**src/sv/qlu_pkg.sv**
```systemverilog
package qlu_pkg;

  localparam int MaxSideDef   = 16;
  localparam int ValueBitsDef = 24;
  localparam int FracBits     = 12;
  localparam int OneQ12       = 4096;
  // Working width of row, column and side arithmetic; holds any side up to 254 plus one.
  localparam int CoordW       = 8;
  localparam int CfgIdxW      = 3;
  localparam int CfgDataW     = 24;

  localparam logic [1:0] OP_KIND   = 2'd0;
  localparam logic [1:0] OP_UPDATE = 2'd1;
  localparam logic [1:0] OP_QUERY  = 2'd2;
  localparam logic [1:0] OP_NOP    = 2'd3;

  localparam logic [1:0] KIND_EMPTY = 2'd0;
  localparam logic [1:0] KIND_WALL  = 2'd1;
  localparam logic [1:0] KIND_GOAL  = 2'd2;
  localparam logic [1:0] KIND_BODY  = 2'd3;

  localparam logic [1:0] ACT_UP    = 2'd0;
  localparam logic [1:0] ACT_RIGHT = 2'd1;
  localparam logic [1:0] ACT_DOWN  = 2'd2;
  localparam logic [1:0] ACT_LEFT  = 2'd3;

  localparam logic [CfgIdxW-1:0] CFG_GRID_SIDE      = 3'd0;
  localparam logic [CfgIdxW-1:0] CFG_LEARN_RATE     = 3'd1;
  localparam logic [CfgIdxW-1:0] CFG_DISCOUNT       = 3'd2;
  localparam logic [CfgIdxW-1:0] CFG_REWARD_GOAL    = 3'd3;
  localparam logic [CfgIdxW-1:0] CFG_REWARD_EMPTY   = 3'd4;
  localparam logic [CfgIdxW-1:0] CFG_REWARD_BLOCKED = 3'd5;
  localparam logic [CfgIdxW-1:0] CFG_EDGE_PENALTY   = 3'd6;

  localparam logic [4:0]         RST_GRID_SIDE      = 5'd12;
  localparam logic [12:0]        RST_LEARN_RATE     = 13'd410;
  localparam logic [12:0]        RST_DISCOUNT       = 13'd3686;
  localparam logic signed [23:0] RST_REWARD_GOAL    = 24'sd4096;
  localparam logic signed [23:0] RST_REWARD_EMPTY   = -24'sd4096;
  localparam logic signed [23:0] RST_REWARD_BLOCKED = -24'sd40960;
  localparam logic signed [23:0] RST_EDGE_PENALTY   = -24'sd4091904;

  typedef struct packed {
    logic [1:0] opcode;
    logic [3:0] row;
    logic [3:0] col;
    logic [1:0] action;
    logic [1:0] kind;
  } in_word_t;

  typedef struct packed {
    logic signed [23:0] result_value;
    logic [1:0]         best_action;
  } out_word_t;

  typedef enum logic [5:0] {
    S_IDLE  = 6'b000001,
    S_CLEAR = 6'b000010,
    S_MAX   = 6'b000100,
    S_MUL1  = 6'b001000,
    S_MUL2  = 6'b010000,
    S_WB    = 6'b100000
  } state_t;

endpackage

```
**src/sv/qlu_max4.sv**
```systemverilog
module qlu_max4 #(
  parameter int VALUE_BITS = qlu_pkg::ValueBitsDef
) (
  input  logic [4*VALUE_BITS-1:0]        row_vals,
  output logic signed [VALUE_BITS-1:0]   best_val,
  output logic [1:0]                     best_act
);
  import qlu_pkg::*;

  // Strict compare keeps the lowest action index on a tie.
  always_comb begin
    logic signed [VALUE_BITS-1:0] lane;
    best_val = signed'(row_vals[VALUE_BITS-1:0]);
    best_act = ACT_UP;
    for (int a = 1; a < 4; a++) begin
      lane = signed'(row_vals[a*VALUE_BITS +: VALUE_BITS]);
      if (lane > best_val) begin
        best_val = lane;
        best_act = 2'(a);
      end
    end
  end

endmodule

```
**config.mk**
```make
export PLATFORM = sky130hd
export DESIGN_NAME = qlu_max4
export DESIGN_NICKNAME = d
export VERILOG_FILES = /design/src/sv/qlu_pkg.sv /design/src/sv/qlu_max4.sv
export SDC_FILE = /design/constraint.sdc
export NUM_CORES = 1
export LEC_CHECK = 0
export BUFFER_PORTS_ARGS = -buffer_cell sky130_fd_sc_hd__buf_2
export CAP_MARGIN = 10
export CORE_MARGIN = 3
export CORE_UTILIZATION = 35
export DETAILED_ROUTE_END_ITERATION = 7
export GPL_TIMING_DRIVEN = 0
export SLEW_MARGIN = 20
export SYNTH_ARGS = -nofsm -noshare
export SYNTH_HDL_FRONTEND = slang
export SYNTH_SLANG_ARGS = --single-unit
```
**constraint.sdc**
```tcl
create_clock -name vclk -period 18.49
set_clock_uncertainty 0.05 [all_clocks]
set_input_delay 3.698 -clock vclk [all_inputs]
set_output_delay 3.698 -clock vclk [all_outputs]
set_load 0.1 [all_outputs]
```
==> results.sh <==
export IMPL_status="finished clean"
export IMPL_start_util=0.363
export IMPL_flops_and_latches=0
export IMPL_layout_nets=727
export IMPL_rsz0062_at_grt="no"
export IMPL_cpMostUsedCell="a21o_1"
export IMPL_place_area_mm2=0.00392
export IMPL_hpwlAfterDp_mm=9.85
export IMPL_wl_per_cell_um=17.1
export IMPL_path_depth=36
export IMPL_crit_end="best_val[11]"
export IMPL_arrival_ps=13220
export IMPL_slowest_stage="mux2i_2"
export IMPL_grt_max_degree=11
export IMPL_final_common_cell="buf_2"
export IMPL_period_minus_slack_ps=16970
export IMPL_antenna_found_initial=0
export IMPL_cp_startpoint="row_vals[23]"
export IMPL_final_cell_area_mm2=0.00393
export IMPL_synth_top_area_frac=0.275
export IMPL_maxCapViolations=0
export IMPL_crit_required_ps=14740
export IMPL_grt_pass1_wl_mm=18.0
export IMPL_max_freq_ghz=0.0589
export IMPL_synth_area_leaders="ha_1 28%, nor2_1 8.5%, mux2i_1 7.9%, inv_1 6.0%, a21oi_1 5.8%"
export IMPL_ant_nets=0
export IMPL_post_route_period_util=0.918
export IMPL_synth_cells=438
export IMPL_wl_mm=11.4
export IMPL_irDropWorstVdd_v=0.000116
export IMPL_seq_area_frac_synth=0
export IMPL_hold_class="in -> out"
export IMPL_yosys_area_top_type="ha_1"
export IMPL_post_cts_buffers=0
export IMPL_worst_setup_path_type="in -> out"
export IMPL_drv_slew=0
export IMPL_grt_use_total=0.214
export IMPL_area_growth_syn_to_layout_pct=23.4
export IMPL_core_area_mm2=0.00876
export IMPL_rows=34
export IMPL_slowest_delay_ps=490
export IMPL_vias=3761
export IMPL_cts_resized_gates=0
export IMPL_die_w_um=101
export IMPL_path_buf_inv=9
export IMPL_die_area_mm2=0.0103
export IMPL_ios=122
export IMPL_crit_path_end_kind="output pin"
export IMPL_avgSynthCellArea_um2=7.26
export IMPL_yosys_warnings=0
export IMPL_leakage_uw=0.00207
export IMPL_grt_ovfl_total=0
export IMPL_crit_family="compound AO/OA/AOI/OAI gates"
export IMPL_tns_ps=0
export IMPL_dr_pass1_iters=4
export IMPL_avgViaCountPerCell=5.63
export IMPL_die_y_um=101
export IMPL_power_density_mw_per_mm2=112
export IMPL_nClkBuffers=0
export IMPL_hold_viol=0
export IMPL_drt_initial_drc_count=143
export IMPL_drcViolationCount=0
export IMPL_gp_congestion=0.928
export IMPL_critPathLaunchType="primary input"
export IMPL_drive_above_1_share=0.277
export IMPL_synth_cell_types=55
export IMPL_cp_max_fo=10
export IMPL_synthesis_nets=604
export IMPL_worst_pin_slew_ps=729
export IMPL_io_buffer_count=121
export IMPL_setup_viol=0
export IMPL_slew_headroom=0.510
export IMPL_syn_area_mm2=0.00318
export IMPL_mostFrequentLayoutCells="127 x buf_2, 72 x nor2_1, 70 x ha_1, 51 x inv_1, 37 x a21oi_1"
export IMPL_grt_pass1_vias=3772
export IMPL_cts_hold_buffers=0
export IMPL_regArea_um2=0
==> synthesized netlist by cell type (all sizes together) <==
cell / number
or3: 1
xnor2: 3
and2: 1
o311a: 1
nand2b: 4
nand2: 11
o21bai: 1
o2111a: 1
nor2: 72
nand4: 11
mux2: 3
a21o: 20
mux2i: 26
inv: 52
o21ai: 9
nand3: 6
o21a: 3
nor3b: 1
a21oi: 37
a2111o: 1
ha: 70
a2111oi: 1
buf: 11
nand4b: 2
a211oi: 23
o41ai: 2
a221oi: 3
a311o: 2
a31oi: 1
nor4: 3
o211ai: 2
o221ai: 1
and3: 1
clkbuf: 14
nor3: 4
and4: 3
o221a: 1
o22ai: 2
a311oi: 23
nor2b: 4
a22oi: 1
==> layout make-up <==
class                      count  area (µm²)
fill                         952        4840
multi-input combinational    361        2850
timing repair buffer         121         606
inverter                      52         195
buffer                        25         139
tap                          108         135
antenna                        1        2.50
==> per-layer routing <==
metal / wire, µm / global-route usage / vias up / part of all wire
met5: 0 / 0 / - / 0
li1: - / - / 1891 / -
met3: 732 / 0.0145 / 17 / 0.064
met2: 5310 / 0.370 / 126 / 0.46
met4: 216 / 0.0429 / 0 / 0.019
met1: 5160 / 0.291 / 1727 / 0.45
==> metrics by stage <==
stage | hold WS (ps) | cells | util | setup WS [ps] | total power [µW]
final | 7890 | 668 | 0.448 | 1520 | 438
after global routing | 7910 | 667 | 0.448 | 902 | 467
after CTS | 7890 | 667 | 0.448 | 1610 | 438
after detailed placement | 7890 | 667 | 0.448 | 1650 | 436
after global placement | 7880 | 667 | 0.448 | 1670 | 432
after floorplan | 7790 | 438 | - | 1700 | 349
==> kinds of logic (layout without fill, tap and decap cells) <==
| group | Yosys count | count (layout) | share of synthesized area |
|---|---|---|---|
| AND/OR/NAND/NOR | 124 | 124 | 0.190 |
| multiplexers | 29 | 29 | 0.0948 |
| other | 0 | 1 | 0 |
| AO/OA/AOI/OAI | 135 | 135 | 0.325 |
| adder cells (fa/ha/maj) | 70 | 70 | 0.275 |
| buffers and inverters | 77 | 198 | 0.105 |
| XOR/XNOR | 3 | 3 | 0.0106 |
==> worst min-delay path by stage <==
stage / end / depth (start not counted) / slack, ps / from
after CTS: best_val[18] / 4 / 7890 / row_vals[90]
after floorplan: best_val[10] / 2 / 7790 / row_vals[82]
after global routing: best_val[19] / 4 / 7910 / row_vals[91]
after global placement: best_val[19] / 4 / 7880 / row_vals[91]
after detailed placement: best_val[18] / 4 / 7890 / row_vals[90]
final: best_val[23] / 4 / 7890 / row_vals[95]
==> where the power goes <==
group | switching [µW] | internal (µW) | leakage (µW)
logic | 328 | 110 | 0.00207
registers | 0 | 0 | 0
clock network | 0 | 0.00000723 | 0.00000000634
total | 328 | 110 | 0.00207
==> worst min-delay path: stages <==
cell,delay (ps)
buf_2,110
nor2_1,90
a211oi_1,50
buf_2,280
(Power assumes the default switching activity.)
